File: src/sv/nmd_pkg.sv
`timescale 1ns / 1ps
// Shared types and constants for the message deframer.
// No dependencies; used by netconf_message_deframer.
package nmd_pkg;

    typedef enum logic [3:0] {
        PH_IDLE     = 4'd0,
        PH_START_NL = 4'd1,
        PH_EOM      = 4'd2,
        PH_CH_LF    = 4'd3,
        PH_CH_HASH  = 4'd4,
        PH_CH_FIRST = 4'd5,
        PH_CH_SIZE  = 4'd6,
        PH_CH_DATA  = 4'd7,
        PH_CH_ENDLF = 4'd8,
        PH_CH_OPEN  = 4'd9
    } phase_t;

    typedef enum logic [1:0] {
        KIND_DATA  = 2'd0,
        KIND_DONE  = 2'd1,
        KIND_ERROR = 2'd2
    } kind_t;

    typedef struct packed {
        kind_t       kind;
        logic [7:0]  data;
    } result_t;

    localparam int MAX_RESULTS = 6;
    localparam logic [2:0] SEP_LAST = 3'd5;

    localparam logic [7:0] CHAR_LF       = 8'h0A;
    localparam logic [7:0] CHAR_HASH     = 8'h23;
    localparam logic [7:0] CHAR_ZERO     = 8'h30;
    localparam logic [7:0] CHAR_ONE      = 8'h31;
    localparam logic [7:0] CHAR_NINE     = 8'h39;
    localparam logic [7:0] CHAR_GT       = 8'h3E;
    localparam logic [7:0] CHAR_RBRACKET = 8'h5D;

    localparam logic [2:0] REG_MAX_CHUNK = 3'd0;

    // byte i of the end-of-message separator "]]>]]>"
    function automatic logic [7:0] eom_sep_byte(input logic [2:0] idx);
        logic [7:0] r;
        case (idx)
            3'd2, 3'd5: r = CHAR_GT;
            default:    r = CHAR_RBRACKET;
        endcase
        return r;
    endfunction

endpackage

File: src/sv/netconf_message_deframer.sv
`timescale 1ns / 1ps
// Message deframer: chunked and end-of-message framing, one byte per request.
// Depends on nmd_pkg.
//
// Takes one transport byte per input request (s_tdata) with a link-lost flag
// (s_tuser) and gives payload bytes, message-complete and framing-error
// results on the master side, with m_tlast on the final result of each byte.
// A byte is registered, decoded in one pass against the parse state, and its
// results (up to six) are loaded into a result buffer that drains one per
// cycle while m_tready is high. A byte giving zero or one result frees the
// buffer as that result is taken, so the block sustains one byte per cycle
// when the output does not stall; a byte giving more holds the input until
// the buffer's last result is taken. The input register feeds the buffer.
// max_chunk_size sits at byte address 0 of the APB port and resets to all ones.
module netconf_message_deframer (
    input  logic        aclk,
    input  logic        aresetn,
    // input stream
    input  logic        s_tvalid,
    output logic        s_tready,
    input  logic [7:0]  s_tdata,     // [7:0] in_byte
    input  logic [0:0]  s_tuser,     // [0] link_lost
    // result stream
    output logic        m_tvalid,
    input  logic        m_tready,
    output logic [7:0]  m_tdata,     // [7:0] payload_byte
    output logic [1:0]  m_tuser,     // [1:0] kind
    output logic        m_tlast,
    // configuration
    input  logic        psel,
    input  logic        penable,
    input  logic        pwrite,
    input  logic [2:0]  paddr,
    input  logic [31:0] pwdata,
    output logic [31:0] prdata,
    output logic        pready
);

    // input register
    logic                in_valid_reg;
    logic [7:0]          in_byte_reg;
    logic                in_lost_reg;

    // parse state
    nmd_pkg::phase_t     phase_reg, phase_next;
    logic [2:0]          match_reg, match_next;
    logic [31:0]         size_reg, size_next;
    logic [31:0]         max_chunk_reg;

    // result buffer
    nmd_pkg::result_t    list_reg [nmd_pkg::MAX_RESULTS];
    nmd_pkg::result_t    list_next [nmd_pkg::MAX_RESULTS];
    logic [2:0]          cnt_reg, cnt_next;
    logic [2:0]          rd_idx_reg;

    logic                list_free;
    logic                advance;
    logic                out_fire;

    // shared decode
    logic [7:0]          b;
    logic                b_digit;
    logic                b_nz_digit;
    logic [31:0]         acc_base;
    logic [35:0]         acc_sum;
    logic                acc_over;
    logic [31:0]         size_dec;
    logic [2:0]          eff_m;
    logic                eom_is_sep;
    logic [2:0]          eom_keep;
    logic [2:0]          eom_emit;
    logic [7:0]          pre_bytes [nmd_pkg::MAX_RESULTS + 1];

    // ------------------------------------------------------------------
    // handshake and configuration
    // ------------------------------------------------------------------
    assign pready   = 1'b1;
    assign prdata   = (paddr[2] == nmd_pkg::REG_MAX_CHUNK[0]) ? max_chunk_reg : 32'd0;

    assign m_tvalid = (cnt_reg != 3'd0);
    assign m_tlast  = (rd_idx_reg == cnt_reg - 3'd1);
    assign m_tdata  = list_reg[rd_idx_reg].data;
    assign m_tuser  = list_reg[rd_idx_reg].kind;
    assign out_fire = m_tvalid && m_tready;

    assign list_free = (cnt_reg == 3'd0) || (out_fire && m_tlast);
    assign advance   = in_valid_reg && list_free;
    assign s_tready  = !in_valid_reg || list_free;

    // ------------------------------------------------------------------
    // shared decode of the registered byte
    // ------------------------------------------------------------------
    assign b          = in_byte_reg;
    assign b_digit    = (b >= nmd_pkg::CHAR_ZERO) && (b <= nmd_pkg::CHAR_NINE);
    assign b_nz_digit = (b >= nmd_pkg::CHAR_ONE) && (b <= nmd_pkg::CHAR_NINE);

    // size accumulation: acc * 10 + digit
    assign acc_base = (phase_reg == nmd_pkg::PH_CH_SIZE) ? size_reg : 32'd0;
    assign acc_sum  = {1'b0, acc_base, 3'b000} + {3'b000, acc_base, 1'b0}
                    + {32'd0, b[3:0]};
    assign acc_over = acc_sum > {4'd0, max_chunk_reg};
    assign size_dec = (size_reg != 32'd0) ? size_reg - 32'd1 : size_reg;

    // separator bytes held so far; zero when starting a message
    always_comb begin
        if (phase_reg == nmd_pkg::PH_EOM) begin
            eff_m = (match_reg > nmd_pkg::SEP_LAST) ? nmd_pkg::SEP_LAST : match_reg;
        end else begin
            eff_m = 3'd0;
        end
    end

    // on a mismatch the only overlap left is "]]" when the byte is ']'
    assign eom_is_sep = (b == nmd_pkg::eom_sep_byte(eff_m));
    assign eom_keep   = (b == nmd_pkg::CHAR_RBRACKET) ? 3'd2 : 3'd0;
    assign eom_emit   = eom_is_sep ? 3'd0 : eff_m + 3'd1 - eom_keep;

    // released bytes, with a leading newline slot in front
    always_comb begin
        pre_bytes[0] = nmd_pkg::CHAR_LF;
        for (int i = 0; i < nmd_pkg::MAX_RESULTS; i++) begin
            pre_bytes[i + 1] = (3'(i) < eff_m) ? nmd_pkg::eom_sep_byte(3'(i)) : b;
        end
    end

    // ------------------------------------------------------------------
    // next parse state
    // ------------------------------------------------------------------
    always_comb begin
        phase_next = phase_reg;
        match_next = match_reg;
        size_next  = size_reg;
        if (in_lost_reg) begin
            phase_next = nmd_pkg::PH_IDLE;
            match_next = 3'd0;
            size_next  = 32'd0;
        end else begin
            unique case (phase_reg)
                nmd_pkg::PH_START_NL, nmd_pkg::PH_EOM: begin
                    if (phase_reg == nmd_pkg::PH_START_NL && b == nmd_pkg::CHAR_HASH) begin
                        phase_next = nmd_pkg::PH_CH_OPEN;
                    end else if (eom_is_sep && eff_m == nmd_pkg::SEP_LAST) begin
                        phase_next = nmd_pkg::PH_IDLE;
                        match_next = 3'd0;
                        size_next  = 32'd0;
                    end else begin
                        phase_next = nmd_pkg::PH_EOM;
                        match_next = eom_is_sep ? eff_m + 3'd1 : eom_keep;
                    end
                end
                nmd_pkg::PH_CH_LF: begin
                    phase_next = (b == nmd_pkg::CHAR_LF) ? nmd_pkg::PH_CH_HASH
                                                         : nmd_pkg::PH_IDLE;
                    size_next  = (b == nmd_pkg::CHAR_LF) ? size_reg : 32'd0;
                    match_next = 3'd0;
                end
                nmd_pkg::PH_CH_HASH: begin
                    phase_next = (b == nmd_pkg::CHAR_HASH) ? nmd_pkg::PH_CH_FIRST
                                                           : nmd_pkg::PH_IDLE;
                    size_next  = (b == nmd_pkg::CHAR_HASH) ? size_reg : 32'd0;
                    match_next = 3'd0;
                end
                nmd_pkg::PH_CH_OPEN, nmd_pkg::PH_CH_FIRST, nmd_pkg::PH_CH_SIZE: begin
                    if ((phase_reg == nmd_pkg::PH_CH_SIZE) ? b_digit : b_nz_digit) begin
                        if (acc_over) begin
                            phase_next = nmd_pkg::PH_IDLE;
                            match_next = 3'd0;
                            size_next  = 32'd0;
                        end else begin
                            phase_next = nmd_pkg::PH_CH_SIZE;
                            size_next  = acc_sum[31:0];
                        end
                    end else if (phase_reg == nmd_pkg::PH_CH_FIRST
                                 && b == nmd_pkg::CHAR_HASH) begin
                        phase_next = nmd_pkg::PH_CH_ENDLF;
                    end else if (phase_reg == nmd_pkg::PH_CH_SIZE
                                 && b == nmd_pkg::CHAR_LF && size_reg != 32'd0) begin
                        phase_next = nmd_pkg::PH_CH_DATA;
                    end else begin
                        phase_next = nmd_pkg::PH_IDLE;
                        match_next = 3'd0;
                        size_next  = 32'd0;
                    end
                end
                nmd_pkg::PH_CH_DATA: begin
                    size_next = size_dec;
                    if (size_dec == 32'd0) begin
                        phase_next = nmd_pkg::PH_CH_LF;
                    end
                end
                nmd_pkg::PH_CH_ENDLF: begin
                    phase_next = nmd_pkg::PH_IDLE;
                    match_next = 3'd0;
                    size_next  = 32'd0;
                end
                default: begin
                    size_next = 32'd0;
                    if (b == nmd_pkg::CHAR_LF) begin
                        phase_next = nmd_pkg::PH_START_NL;
                        match_next = 3'd0;
                    end else begin
                        phase_next = nmd_pkg::PH_EOM;
                        match_next = eom_is_sep ? 3'd1 : eom_keep;
                    end
                end
            endcase
        end
    end

    // ------------------------------------------------------------------
    // results of the registered byte
    // ------------------------------------------------------------------
    always_comb begin
        logic eom_path;
        logic lead;
        eom_path = 1'b0;
        lead     = 1'b0;
        cnt_next = 3'd0;
        for (int j = 0; j < nmd_pkg::MAX_RESULTS; j++) begin
            list_next[j].kind = nmd_pkg::KIND_DATA;
            list_next[j].data = 8'd0;
        end
        if (in_lost_reg) begin
            if (phase_reg != nmd_pkg::PH_IDLE) begin
                list_next[0].kind = nmd_pkg::KIND_ERROR;
                cnt_next          = 3'd1;
            end
        end else begin
            unique case (phase_reg)
                nmd_pkg::PH_START_NL: begin
                    if (b != nmd_pkg::CHAR_HASH) begin
                        eom_path = 1'b1;
                        lead     = 1'b1;
                    end
                end
                nmd_pkg::PH_EOM: begin
                    eom_path = 1'b1;
                end
                nmd_pkg::PH_CH_LF: begin
                    if (b != nmd_pkg::CHAR_LF) begin
                        list_next[0].kind = nmd_pkg::KIND_ERROR;
                        cnt_next          = 3'd1;
                    end
                end
                nmd_pkg::PH_CH_HASH: begin
                    if (b != nmd_pkg::CHAR_HASH) begin
                        list_next[0].kind = nmd_pkg::KIND_ERROR;
                        cnt_next          = 3'd1;
                    end
                end
                nmd_pkg::PH_CH_OPEN, nmd_pkg::PH_CH_FIRST, nmd_pkg::PH_CH_SIZE: begin
                    if ((phase_reg == nmd_pkg::PH_CH_SIZE) ? b_digit : b_nz_digit) begin
                        if (acc_over) begin
                            list_next[0].kind = nmd_pkg::KIND_ERROR;
                            cnt_next          = 3'd1;
                        end
                    end else if (!(phase_reg == nmd_pkg::PH_CH_FIRST
                                   && b == nmd_pkg::CHAR_HASH)
                                 && !(phase_reg == nmd_pkg::PH_CH_SIZE
                                      && b == nmd_pkg::CHAR_LF && size_reg != 32'd0)) begin
                        list_next[0].kind = nmd_pkg::KIND_ERROR;
                        cnt_next          = 3'd1;
                    end
                end
                nmd_pkg::PH_CH_DATA: begin
                    list_next[0].data = b;
                    cnt_next          = 3'd1;
                end
                nmd_pkg::PH_CH_ENDLF: begin
                    list_next[0].kind = (b == nmd_pkg::CHAR_LF) ? nmd_pkg::KIND_DONE
                                                                : nmd_pkg::KIND_ERROR;
                    cnt_next          = 3'd1;
                end
                default: begin
                    if (b != nmd_pkg::CHAR_LF) begin
                        eom_path = 1'b1;
                    end
                end
            endcase

            if (eom_path) begin
                if (eom_is_sep && eff_m == nmd_pkg::SEP_LAST) begin
                    list_next[0].kind = nmd_pkg::KIND_DONE;
                    cnt_next          = 3'd1;
                end else begin
                    // a leading newline only occurs with nothing held back
                    for (int j = 0; j < nmd_pkg::MAX_RESULTS; j++) begin
                        list_next[j].data = lead ? pre_bytes[j] : pre_bytes[j + 1];
                    end
                    cnt_next = eom_emit + {2'b00, lead};
                end
            end
        end
    end

    // ------------------------------------------------------------------
    // registers
    // ------------------------------------------------------------------
    always_ff @(posedge aclk) begin
        if (!aresetn) begin
            in_valid_reg  <= 1'b0;
            phase_reg     <= nmd_pkg::PH_IDLE;
            match_reg     <= 3'd0;
            size_reg      <= 32'd0;
            max_chunk_reg <= 32'hFFFF_FFFF;
            cnt_reg       <= 3'd0;
            rd_idx_reg    <= 3'd0;
        end else begin
            if (s_tvalid && s_tready) begin
                in_valid_reg <= 1'b1;
            end else if (advance) begin
                in_valid_reg <= 1'b0;
            end

            if (psel && penable && pwrite && pready
                && paddr[2] == nmd_pkg::REG_MAX_CHUNK[0]) begin
                max_chunk_reg <= pwdata;
            end

            if (advance) begin
                phase_reg  <= phase_next;
                match_reg  <= match_next;
                size_reg   <= size_next;
                cnt_reg    <= cnt_next;
                rd_idx_reg <= 3'd0;
            end else if (out_fire) begin
                if (m_tlast) begin
                    cnt_reg    <= 3'd0;
                    rd_idx_reg <= 3'd0;
                end else begin
                    rd_idx_reg <= rd_idx_reg + 3'd1;
                end
            end
        end
    end

    // payload registers
    always_ff @(posedge aclk) begin
        if (s_tvalid && s_tready) begin
            in_byte_reg <= s_tdata;
            in_lost_reg <= s_tuser[0];
        end
        if (advance) begin
            for (int j = 0; j < nmd_pkg::MAX_RESULTS; j++) begin
                list_reg[j] <= list_next[j];
            end
        end
    end

endmodule
File: config.mk
export PLATFORM = sky130hd
export DESIGN_NAME = netconf_message_deframer
export DESIGN_NICKNAME = d
export VERILOG_FILES = /design/src/sv/nmd_pkg.sv /design/src/sv/netconf_message_deframer.sv
export SDC_FILE = /design/constraint.sdc
export NUM_CORES = 1
export LEC_CHECK = 0
export ABC_AREA = 1
export BUFFER_PORTS_ARGS = -buffer_cell sky130_fd_sc_hd__buf_2
export CAP_MARGIN = 20
export CORE_ASPECT_RATIO = 1.75
export CORE_UTILIZATION = 48
export CTS_CLUSTER_SIZE = 28
export DETAILED_ROUTE_END_ITERATION = 8
export GPL_ROUTABILITY_DRIVEN = 1
export HOLD_SLACK_MARGIN = 0.03
export PLACE_DENSITY = 0.66
export SLEW_MARGIN = 20
export SYNTH_ARGS = -nofsm -noshare
export SYNTH_HDL_FRONTEND = slang
export SYNTH_SLANG_ARGS = --single-unit
File: constraint.sdc
create_clock -name aclk -period 4.62 [get_ports aclk]
set_input_delay 0.693 -clock aclk [delete_from_list [all_inputs] [get_ports aclk]]
set_output_delay 0.693 -clock aclk [all_outputs]
set_load 0.05 [all_outputs]
[Yosys cells after proc, flatten, opt, wreduce, memory -nomap -nowiden]
Memories as Yosys holds them, arrays and structs flattened. A register that Yosys moved wholly into a read port is not among the register bits.
Index checks and enable logic that the tools add are counted.
Word-level totals
  register bits after elaboration: 87
  RAM bits: 60
  output and inout port bits: 46
  logic and storage cells: 206
  memories kept: 1
Memories
  list_reg: words 6, bits a word 10, rd ports 1, clocked after Yosys merged registers in 1, wr ports 6, line netconf_message_deframer.sv:51  | nmd_pkg::result_t list_reg [nmd_pkg::MAX_RESULTS];
Operators by class
  add/sub/neg operators: 8
  magnitude comparators: 11
  equality and inequality tests: 27
  mux-type cells: 109
  bitwise logic cells: 2
  reduce and logical (&&, ||, !) cells: 39
Operators with widths (count)
  2-to-1 mux 32 bit: 12
  2-to-1 mux 8 bit: 30
  one-hot mux 32 bit (5 select lines): 1
  2-to-1 mux 3 bit: 25
  adder 35 x 33 -> 36 bit: 1
  adder 36 x 4 -> 36 bit: 1
  greater-than comparator 36 x 32 -> 1 bit: 1
  zero test 32 bit: 1
  nonzero test 32 bit: 1
  subtractor 32 x 1 -> 32 bit (second input constant): 1
  2-to-1 mux 2 bit: 14
  one-hot mux 3 bit (4 select lines): 2
  one-hot mux 4 bit (6 select lines): 1
  2-to-1 mux 4 bit: 5
  == test 4 x 3 -> 1 bit (second input constant): 4
  >= comparator 8 x 6 -> 1 bit (second input constant): 2
  logical AND 1 bit: 15
  2-to-1 mux 1 bit: 15
  inequality test 3 bit (second input constant): 5
  inequality test 4 bit (second input constant): 3
  2-to-1 mux 10 bit: 1
  == test 4 x 2 -> 1 bit (second input constant): 2
  == test 4 bit (second input constant): 2
  == test 8 x 4 -> 1 bit (second input constant): 1
  other kinds (35): 50

[Depth between registers and ports, before layout]
Gate-level depths: netlist (run 1).
  word-level depth: 13
  gate-level depth with buffers: 37
  mapped depth without buffers: 37

[Least setup slack after synthesis (run 1)]
Ideal clock, no wire load.
  kind: reg-to-reg
  start point: reg phase_reg[1]
  end point: reg match_reg[0]
  library setup time: 0.111 ns
  arrival: 4.250 ns
  path slack: 0.258 ns
  stages on the path, launching flop included: 31
  buffers on the path: 1
  path through: dfxtp_1 -> inv_2 -> nor2_2 -> nand2_1 -> clkbuf_1 -> nor2_1 -> ha_1 -> ha_1 -> fa_1 -> nand2_1 -> nand2_1 -> nand3b_1 -> nand2_1 -> nand2_1 -> nand2_1 -> a21oi_1 -> o21bai_1 -> xnor2_1 -> inv_1 -> ha_1 -> nand4_1 -> nor4_1 -> nand4_1 -> nand2_1 -> nand3_2 -> inv_2 -> nand2_1 -> nand2_1 -> inv_1 -> nor2_1 -> nor2_1
On the way
  word-level cells in the longest chain between the ends: 11
  elaborated cells on any way between the ends: 43
  those cells by class: add/sub: 3; order compare: 1; eq/ne: 17; mux: 12; reduce/logical: 10
Ends and longest elaborated chain
  start: declaration: line netconf_message_deframer.sv:45  | nmd_pkg::phase_t phase_reg, phase_next;
  start signal: assignment: line netconf_message_deframer.sv:302  | phase_reg <= nmd_pkg::PH_IDLE;
  start signal: assignment: line netconf_message_deframer.sv:321  | phase_reg <= phase_next;
  branches (longest 11 deep; another with adder 35 x 33 -> 36 bit)
  end signal: assignment: line netconf_message_deframer.sv:322  | match_reg <= match_next;
  end: declaration: line netconf_message_deframer.sv:46  | logic [2:0] match_reg, match_next;
Parallel ways; which one is timed is not known. The select of a mux whose other input is x is not followed.
A chain may end at the register's enable or synchronous reset.

[Worst setup path in the final report (run 1)]
  start point: reg phase_reg[0]
  end point: reg size_reg[11]
On the way
  word-level cells in the longest chain between the ends: 9
  elaborated cells on any way between the ends: 37
  those cells by class: add/sub: 2; order compare: 1; eq/ne: 17; mux: 8; reduce/logical: 9
Ends and longest elaborated chain
  == test 4 x 3 -> 1 bit or == test 4 x 2 -> 1 bit (tied branches)
  2-to-1 mux 32 bit or 2-to-1 mux 3 bit (tied branches): line netconf_message_deframer.sv:98, netconf_message_deframer.sv:106
  adder 35 x 33 -> 36 bit (tied with other cells): line netconf_message_deframer.sv:99  | assign acc_sum = {1'b0, acc_base, 3'b000} + {3'b000, acc_base, 1'b0}
  adder 36 x 4 -> 36 bit or OR reduction 2 bit (tied branches): line netconf_message_deframer.sv:100, nmd_pkg.sv:46
  greater-than comparator 36 x 32 -> 1 bit or 2-to-1 mux 7 bit (tied branches): line netconf_message_deframer.sv:101, nmd_pkg.sv:46
  2-to-1 mux 32 bit or == test 8 bit (tied branches): line netconf_message_deframer.sv:165, netconf_message_deframer.sv:114
  2-to-1 mux 32 bit or logical AND 1 bit (tied branches): line netconf_message_deframer.sv:164, netconf_message_deframer.sv:142
  one-hot mux 32 bit (5 select lines) or inequality test 3 bit (tied branches)
  2-to-1 mux 32 bit or AND reduction 7 bit (tied branches)
  end signal: assignment: line netconf_message_deframer.sv:323  | size_reg <= size_next;
  end: declaration: line netconf_message_deframer.sv:47  | logic [31:0] size_reg, size_next;
Parallel ways exist; a longest one is shown, timed or not.

==> results of run 1 <==
-- cells by family after synthesis --
group | share of synthesized area (%)
other | 0.0324
buffers and inverters | 8.88
xor gates and xnor gates | 3.49
DFF | 29.4
adders and majority gates | 11.5
and+or+nand+nor | 34.7
AOI/OAI and AO/OA | 12.1
-- cell usage in the layout, fill, tap and decap left out, types with 7 or more instances in the layout --
master,netlist,final
nand2_1,517,464
nor2_1,265,220
buf_4,4,193
inv_1,194,186
a21oi_1,123,94
buf_2,7,93
nand3_1,83,78
dfxtp_1,81,77
ha_1,105,73
edfxtp_1,59,59
nand2_2,5,45
nand4_1,38,38
o211ai_1,37,37
o21ai_0,34,29
ha_4,0,29
a21oi_2,3,26
nor2_2,7,26
nor2_4,0,26
clkbuf_16,0,21
xor2_1,27,20
nor3_1,20,18
nand2_4,2,14
inv_2,8,13
xnor2_1,19,12
buf_6,5,11
a32o_1,8,8
o22ai_1,8,8
xor2_2,0,7
-- where the power goes --
group | leakage [nW] | internal [W] | total (W) | switching, W
clock network | 0.276 | 0.000761 | 0.00139 | 0.000626
registers | 1.23 | 0.00135 | 0.00137 | 0.0000222
logic | 6.53 | 0.000121 | 0.000437 | 0.000317
-- cell type report --
cell class	instances	share of cell area, %
inverter	204	4.94
timing repair buffer	307	14.3
clock buffer	18	2.72
tap	304	2.41
multi-input combinational	1354	53.0
sequential	140	21.6
clock inverter	14	0.969
-- repair_timing --
item	4_1_cts	5_1_grt
hold endpoints to repair	0	0
resized for setup	72	204
setup endpoints to repair	39	39
cloned	0	4
pin swaps	5	57
setup buffers	1	19
-- per-stage QoR --
step / instances / utilization (%)
after floorplan: 1751 / -
after global placement: 2284 / 57.8
after detailed placement: 2284 / 57.8
after CTS: 2317 / 61.8
after global routing: 2341 / 67.0
final: 2341 / 67.0
-- path summary, 6_finish.rpt --
| path | start | end | depth (start not counted) |
|---|---|---|---|
| worst max-delay path | phase_reg[0] | size_reg[11] | 34 |
| worst min-delay path | s_tdata[7] | b[7] | 1 |
| worst max register to register | phase_reg[0] | size_reg[11] | 34 |
| worst min register to register | cnt_reg[1] | cnt_reg[1] | 2 |
-- routing by layer --
metal	routed length, µm	up-vias	share of wire, %	GRT usage, %
met5	0	-	0	0
met4	3890	0	9.3	26.3
met3	1740	218	4.2	4.31
met2	22500	486	54	60.7
met1	13700	5996	33	28.8
li1	-	6276	-	-
==> run metrics, run 1 <==
outcome finished, violations left; violations in the final reports negative setup slack; first-pass GRT wire length around 60 mm; insertion delay to the later sink of the worst-skew pair about 0.46 ns; routed length per instance around 18 µm; library cell appearing most often on the critical path nand2_1; CTS tree yes; Design Power around 0.0032 W; Total Routed Length roughly 42 mm; Final Max Tran Viols 0; pin count of the biggest net entering global routing 65; detailed-route DRC error count 0; Synth Warn # 0; post-route antenna net violation count 0; required time of the critical path approximately 5.0 ns; Die Footprint 0.0247 mm²; area share of the leading cell type in the synthesized netlist approximately 17%; type of the tightest min-delay check primary input to flop; arrival time of data at the critical path endpoint around 5.1 ns; top post-synthesis cells by count 517 x nand2_1, 265 x nor2_1, 194 x inv_1; final hold viol count 0; standard cell with the maximum stage delay on the critical path dfxtp_2; Max stage delay on crit path ~0.33 ns; Crit. End Element flop; number of hold buffers added after cts 0; worst-case hold slack a little over 0.4 ns; standard cell core area 0.0235 mm²; part of the Yosys area used for sequential elements slightly below 30%; number of flip-flops under the largest register name 50; final worst path period need approximately 4.7 ns; static power due to leakage 8.04 nW; largest cells by area after synthesis nand2_1 17%, edfxtp_1 15%, dfxtp_1 14%; Total Negative Setup Slacks -1.01 ns; Row Count 74; deepest level of the CTS H-tree 4; average instance area after synthesis between 6 and 7 µm²; Post-synth EDFFs 59; HPWL reported at the end of detailed placement 30.5 mm; Overflow after GRT 0; Max Cap Viol 0; slew at the pin with the worst max-slew slack 1.13 ns; vias per std cell 5.54; Post-Place Cell Area 0.0136 mm²; number of instances in the synthesized netlist 1,751; total area of sequential cells between 0.003 and 0.004 mm²; number of DRC violations after detailed-routing iteration 0 between 700 and 800; Slew HR 24.9%; count of state elements after synthesis between 100 and 150; Post-Syn Nets between 1,500 and 2,000; total clock buffers created by CTS 17; port buffer count 93; vias in the first global route between 10,000 and 15,000; clock buffer depth 2; routed via count 13,000; First-pass DRT Iterations 6; multi-input combinational cell area around 0.0084 mm²; fin crit share 102%; fraction of layout cells with a size suffix above 1 between 20% and 30%; Async SR Flop Fraction 0%; leading cell type by number of instances after synthesis nand2_1; Area growth syn-to-layout 36.3%; initial antenna violation count 0; critical path buffer and inverter count 6; total non-filler cell area in the finished layout ~0.016 mm²; worst setup path class flop to flop; launching element type of the critical path flop; clk sink count 140; worst path setup slack after routing -0.0864 ns; worst-case setup slack after placement -0.544 ns; Final nets approximately 2,200; setup slack of the most critical reg-to-reg path -0.09 ns; commonest register cell after synthesis dfxtp_1; floorplan die height 207 µm; filler cell count in the final layout 2,057; Setup-failing EPs final 27; clock root buffer clkbuf_16; number of top-level pins 97; width of the die between 100 and 150 µm; Synth Cell Area approximately 0.012 mm²; Initial Utilization approximately half; GRT Util Overall between 30% and 40%; clock transition time at the flip-flop clock pins of the worst setup and hold paths roughly 0.070 ns; cell family with most CP delay simple AND/OR/NAND/NOR gates; Distinct cells, synth 48; RSZ-0062 raised after global routing true; Max Clock Freq between 200 and 250 MHz; areal power density over the cells 203 mW/mm²; gp weighted congestion 1.04; maximum ir drop on the vdd rail 0.264 mV; Inserted Diodes 0; Crit Path Max Fanout 6; Fin Clk Skew between 0.01 and 0.015 ns; library cell with the largest summed area after synthesis nand2_1
Note: power is estimated with default switching activity, not from simulation.
==> inputs of run 2 (changes only) <==
--- a/config.mk
+++ b/config.mk
@@ -9,12 +9,13 @@
 export BUFFER_PORTS_ARGS = -buffer_cell sky130_fd_sc_hd__buf_2
 export CAP_MARGIN = 20
 export CORE_ASPECT_RATIO = 1.75
-export CORE_UTILIZATION = 48
+export CORE_MARGIN = 4
+export CORE_UTILIZATION = 50
 export CTS_CLUSTER_SIZE = 28
 export DETAILED_ROUTE_END_ITERATION = 8
 export GPL_ROUTABILITY_DRIVEN = 1
 export HOLD_SLACK_MARGIN = 0.03
-export PLACE_DENSITY = 0.66
+export PLACE_DENSITY = 0.68
 export SLEW_MARGIN = 20
 export SYNTH_ARGS = -nofsm -noshare
 export SYNTH_HDL_FRONTEND = slang
==> run 2 against run 1 <==
Net effect:
- global-route usage decreased by 0.61 points
- clock power about the same
- flip-flop and latch count stayed put
- largest power group is now registers
- first-iteration DRC count is 10% higher
- the flow still finishes with violations (negative setup slack)
- power is 0.77% lower
- cell count decreased by 0.13%
- largest cell class unchanged
- register-to-register slack worse by 0.13 ns
- die area grew 4.0%
- maximum frequency is 2.6% lower
- worst setup slack worse by 0.13 ns
- count of clock-buffer cells in the layout fell by 1
- via count fell by 0.22%
==> run metrics, run 2 (synthesis gave the netlist of run 1 again) <==
vias per std cell 5.54; number of top-level pins 97; library cell appearing most often on the critical path nand2_1; outcome finished, violations left; violations in the final reports negative setup slack; Final Max Tran Viols 0; final instance count without filler cells 2,338; number of DRC violations after detailed-routing iteration 0 approximately 810; Max stage delay on crit path ~0.33 ns; clock transition time at the flip-flop clock pins of the worst setup and hold paths roughly 0.070 ns; number of flip-flops under the largest register name 50; Fin Clk Skew approximately 0.012 ns; worst-case setup slack after placement -0.512 ns; gp weighted congestion 1.01; CTS tree yes; Internal Pwr Total between 0.002 and 0.0025 W; setup slack of the most critical reg-to-reg path -0.21 ns; Total Routed Length approximately 41 mm; Row Count 73; clock network fraction of total power a little over two fifths; worst path setup slack after routing -0.213 ns; type of the tightest min-delay check primary input to flop; final worst path period need between 4 and 5 ns; total clock buffers created by CTS 17; post-route antenna net violation count 0; First-pass DRT Iterations 5; Crit. End Element flop; initial antenna violation count 0; fin crit share 105%; Max Clock Freq 207 MHz; net switching power around 0.001 W; Total Negative Setup Slacks -1.72 ns; capture instance of the worst register-to-register path size_reg[10]; met1 Track Usage GR 28.4%; width of the die around 120 µm; fraction of layout cells with a size suffix above 1 around 28%; required time of the critical path 4.98 ns; routed length per instance around 18 µm; floorplan die height ~210 µm; first-pass GRT wire length 62.0 mm; maximum ir drop on the vdd rail 0.251 mV; arrival time of data at the critical path endpoint approximately 5.2 ns; Setup-failing EPs final 22; Area growth syn-to-layout 35.7%; Inserted Diodes 0; worst setup path class flop to flop; leading cell types in the layout, fill and taps excluded 450 x nand2_1, 229 x nor2_1, 198 x buf_4; static power due to leakage between 7 and 8 nW; Initial Utilization roughly half; standard cell with the maximum stage delay on the critical path dfxtp_2; detailed-route DRC error count 0; clock root buffer clkbuf_16; Die Footprint 0.0257 mm²; routed via count 12,900; most common cell after layout, fill and taps aside nand2_1; areal power density over the cells a little over 200 mW/mm²; combinational share of power 14.0%; port buffer count 93; clk sink count 140; insertion delay to the later sink of the worst-skew pair about 0.46 ns; destination of the worst hold path b[7]; RSZ-0062 raised after global routing true; share of power burned in registers between 40% and 50%; global routing usage on met2 approximately three fifths; Min-Delay Path Depth 1; met3 Track Usage GR 4.44%; slew at the pin with the worst max-slew slack slightly above 1 ns; most utilized layer in the global route result met2; launching element type of the critical path flop; Max Cap Viol 0; startpoint of the worst register-to-register path phase_reg[0]; Sw Ratio a little under a third; Reg2Reg Depth 34; Overflow after GRT 0; standard cell core area ~0.023 mm²; vias in the first global route between 10,000 and 15,000; deepest level of the CTS H-tree 4; final hold viol count 0; Final nets 2,182; HPWL reported at the end of detailed placement slightly above 30 mm; Crit Path Max Fanout 8; Slew HR 30.7%; clock buffer depth 2; count of placed standard cells including taps 2,273; number of hold buffers added after cts 0; GRT Util Overall slightly above 30%; pin count of the biggest net entering global routing 45; Worst Hold Launch s_tdata[7]
[run 2: cell types whose count changed in the layout (fill, tap and decap cells not counted), moves of 5 or more]
cell / delta
nand2_1: -14
nand2_2: +14
nor2_1: +9
nor2_2: -7
ha_4: +6
a21oi_2: +5
buf_4: +5
xnor2_1: +5
[run 2: power groups by stage]
stage          Clock (W)  Combinational (W)  Sequential (W)
6_report         0.00136           0.000443         0.00137
3_3_place_gp           0           0.000420         0.00140
2_1_floorplan          0           0.000307         0.00139
3_5_place_dp           0           0.000429         0.00140
5_1_grt          0.00142           0.000480         0.00138
4_1_cts          0.00136           0.000436         0.00137
[run 2: worst max-delay path: cells and delay by family, from the launching register on]
family                     cells  cell delay, ns
xor gates and xnor gates       1            0.20
adders and majority gates      3            0.82
AOI/OAI and AO/OA              2            0.35
and+or+nand+nor               20            1.97
buffers and inverters          8            1.04
DFF                            1            0.33
[run 2: worst max path at each step]
| stage | from | to | slack, ns | depth (start not counted) |
|---|---|---|---|---|
| floorplan | phase_reg[1] | match_reg[0] | 0.26 | 30 |
| global placement | phase_reg[0] | size_reg[6] | -0.40 | 34 |
| detailed placement | phase_reg[0] | size_reg[5] | -0.51 | 34 |
| CTS | phase_reg[0] | size_reg[23] | -0.02 | 37 |
| global route | phase_reg[0] | size_reg[10] | -0.49 | 30 |
| finish | phase_reg[0] | size_reg[10] | -0.21 | 34 |
[run 2: final cells by class]
type,instances,area [µm²]
Clock buffer,17,425
Clock inverter,15,149
Fill cell,1906,7060
Inverter,204,773
Multi-Input combinational cell,1354,8320
Sequential cell,140,3400
Tap cell,300,375
Timing Repair Buffer,308,2250
[run 2: what timing repair did]
item                                   in CTS  in global routing
setup endpoints to repair                  39                 39
gates resized for setup                   153                121
endpoints found under the hold margin       0                  0
gates cloned                                2                  1
buffers inserted                           21                 15
pin swaps                                  48                 70
[run 2: routing by layer]
metal / routed length, µm / share of wire, %
met5: 0 / 0
met4: 4110 / 9.9
met3: 1750 / 4.2
met2: 21800 / 53
met1: 13800 / 33
[run 2: through the flow]
stage          cell area (µm²)  hold WS, ns  utilization [%]  power [W]
2_1_floorplan            11600        0.439                -    0.00170
3_3_place_gp             13500        0.450             59.5    0.00182
3_5_place_dp             13600        0.458             59.6    0.00183
4_1_cts                  15200        0.404             66.6    0.00317
5_1_grt                  15700        0.407             69.0    0.00327
6_report                 15700        0.413             69.0    0.00317
==> inputs of run 3 (changes only) <==
--- a/config.mk
+++ b/config.mk
@@ -16,6 +16,7 @@
 export GPL_ROUTABILITY_DRIVEN = 1
 export HOLD_SLACK_MARGIN = 0.03
 export PLACE_DENSITY = 0.68
+export REMOVE_ABC_BUFFERS = 1
 export SLEW_MARGIN = 20
 export SYNTH_ARGS = -nofsm -noshare
 export SYNTH_HDL_FRONTEND = slang
==> run 3 against run 2 <==
Net effect:
- the flow still finishes with violations (negative setup slack)
- sequential share of layout area rose by 0.62 points
- core utilization shrank 2.0 points
- worst hold slack better by 0.019 ns
- maximum frequency grew 0.50%
- combinational power is 4% lower
- flip-flop and latch count is the same
- routed wire length fell by 10%
- count of clock-buffer cells in the layout increased by 1
- largest cell class unchanged
==> run metrics, run 3 (synthesis gave the netlist of run 1 again) <==
standard cell core area ~0.023 mm²; leading cell types in the layout, fill and taps excluded 489 x nand2_1, 227 x nor2_1, 196 x buf_4; final worst path period need 4.81 ns; slew at the pin with the worst max-slew slack around 0.8 ns; First-pass DRT Iterations 6; Max Cap Viol 0; Crit. End Element flop; Routed met3 length roughly 1.5 mm; detailed-route DRC error count 0; startpoint of the worst register-to-register path phase_reg[0]; CTS tree yes; pin count of the biggest net entering global routing 42; Row Count 73; insertion delay to the later sink of the worst-skew pair around 0.44 ns; deepest level of the CTS H-tree 4; met1 layer wirelength in the final routing between 10 and 15 mm; clock transition time at the flip-flop clock pins of the worst setup and hold paths 0.07 ns; Inserted Diodes 0; total clock buffers created by CTS 17; Post-Place Cell Area between 0.01 and 0.015 mm²; setup slack of the most critical reg-to-reg path -0.19 ns; Max Clock Freq between 200 and 250 MHz; Crit Path Max Fanout 5; outcome finished, violations left; type of the tightest min-delay check primary input to flop; RSZ-0062 raised after global routing true; fin crit share 104%; static power due to leakage 7.83 nW; number of hold buffers added after cts 0; Layout Utilization 67.0%; Critical Path Start phase_reg[0]; clock buffer depth 2; Fin Clk Skew ~0.015 ns; launching element type of the critical path flop; HPWL reported at the end of detailed placement around 28 mm; Setup-failing EPs final 38; worst setup path class flop to flop; met2 routed WL 19.7 mm; required time of the critical path around 5.0 ns; filler cell count in the final layout 1,969; last element of the critical path size_reg[22]; Overflow after GRT 0; Die Footprint 0.0257 mm²; number of top-level pins 97; Slew HR 44.9%; Area growth syn-to-layout 31.8%; worst-case setup slack after placement -0.594 ns; capture instance of the worst register-to-register path size_reg[22]; routed length per instance 16.0 µm; post-route antenna net violation count 0; initial antenna violation count 0; vias in the first global route about 13,000; GRT Util Overall 29.2%; worst path setup slack after routing -0.189 ns; multi-input combinational cell area just under 0.008 mm²; number of DRC violations after detailed-routing iteration 0 between 900 and 1,000; Final Max Tran Viols 0; Design Power 0.00320 W; violations in the final reports negative setup slack; arrival time of data at the critical path endpoint 5.18 ns; routed via count about 13,000; Final nets ~2,200; total area of sequential cells roughly 0.0034 mm²; fraction of layout cells with a size suffix above 1 24.8%; vias per std cell about 5.4; final hold viol count 0; Initial Utilization around half; Total Routed Length about 37 mm; first-pass GRT wire length between 50 and 60 mm; areal power density over the cells roughly 210 mW/mm²; clock root buffer clkbuf_16; clk sink count 140; Max stage delay on crit path a little over 0.4 ns; number of flip-flops under the largest register name 50; gp weighted congestion approximately 1.0; port buffer count 93; total non-filler cell area in the finished layout 0.0152 mm²; standard cell with the maximum stage delay on the critical path xor2_2; Top Metal Used met4; floorplan die height approximately 210 µm; width of the die roughly 120 µm; maximum ir drop on the vdd rail 0.219 mV; library cell appearing most often on the critical path nand2_1; most common cell after layout, fill and taps aside nand2_1; Reg2Reg Depth 31
run 3: through the flow:
stage | instances | hold WS (ns) | setup TNS [ns]
after floorplan | 1698 | 0.439 | -1.15
after global routing | 2331 | 0.427 | -13.79
after global placement | 2270 | 0.453 | -16.11
final | 2331 | 0.432 | -4.81
after CTS | 2322 | 0.420 | -0.314
after detailed placement | 2271 | 0.460 | -20.76
run 3: report_power, final:
group          leakage (nW)  internal, W  switching (W)
clock network         0.285     0.000807       0.000592
registers              1.23      0.00135      0.0000199
logic                  6.32     0.000118       0.000306
total                  7.83      0.00228       0.000918
run 3: worst max-delay path: cells and delay by family (launching register included):
| family | cells | cell delay [ns] |
|---|---|---|
| compound gates | 4 | 0.60 |
| xor+xnor | 2 | 0.57 |
| fa+ha+maj | 3 | 0.71 |
| buf+inv | 5 | 0.65 |
| flops | 1 | 0.34 |
| simple gates | 17 | 1.87 |
run 3: per-layer routing:
layer  GRT usage, %  up-vias
met1           27.7     5739
met4           24.3        0
met3           3.49      184
met5              0        -
li1               -     6261
met2           54.0      453
run 3: worst min path at each step:
stage | from | endpoint | slack [ns] | cells past startpoint
3_3_place_gp | match_reg[1] | match_reg[1] | 0.45 | 2
2_1_floorplan | match_reg[0] | match_reg[0] | 0.44 | 2
6_report | s_tdata[3] | b[3] | 0.43 | 1
5_1_grt | s_tdata[4] | b[4] | 0.43 | 1
4_1_cts | s_tdata[3] | b[3] | 0.42 | 1
3_5_place_dp | match_reg[0] | match_reg[0] | 0.46 | 2
run 3: repair_timing:
item                       in CTS  in global routing
pin swaps                      30                 29
buffers inserted               17                 10
gates cloned                    3                  0
setup endpoints to repair      39                 39
resized for setup             148                 31
run 3: cell type report:
cell class	instances	share of cell area (%)
multi-input combinational	1354	52.0
sequential	140	22.3
clock inverter	14	1.06
tap	300	2.46
inverter	204	5.06
clock buffer	18	2.82
timing repair buffer	301	14.3
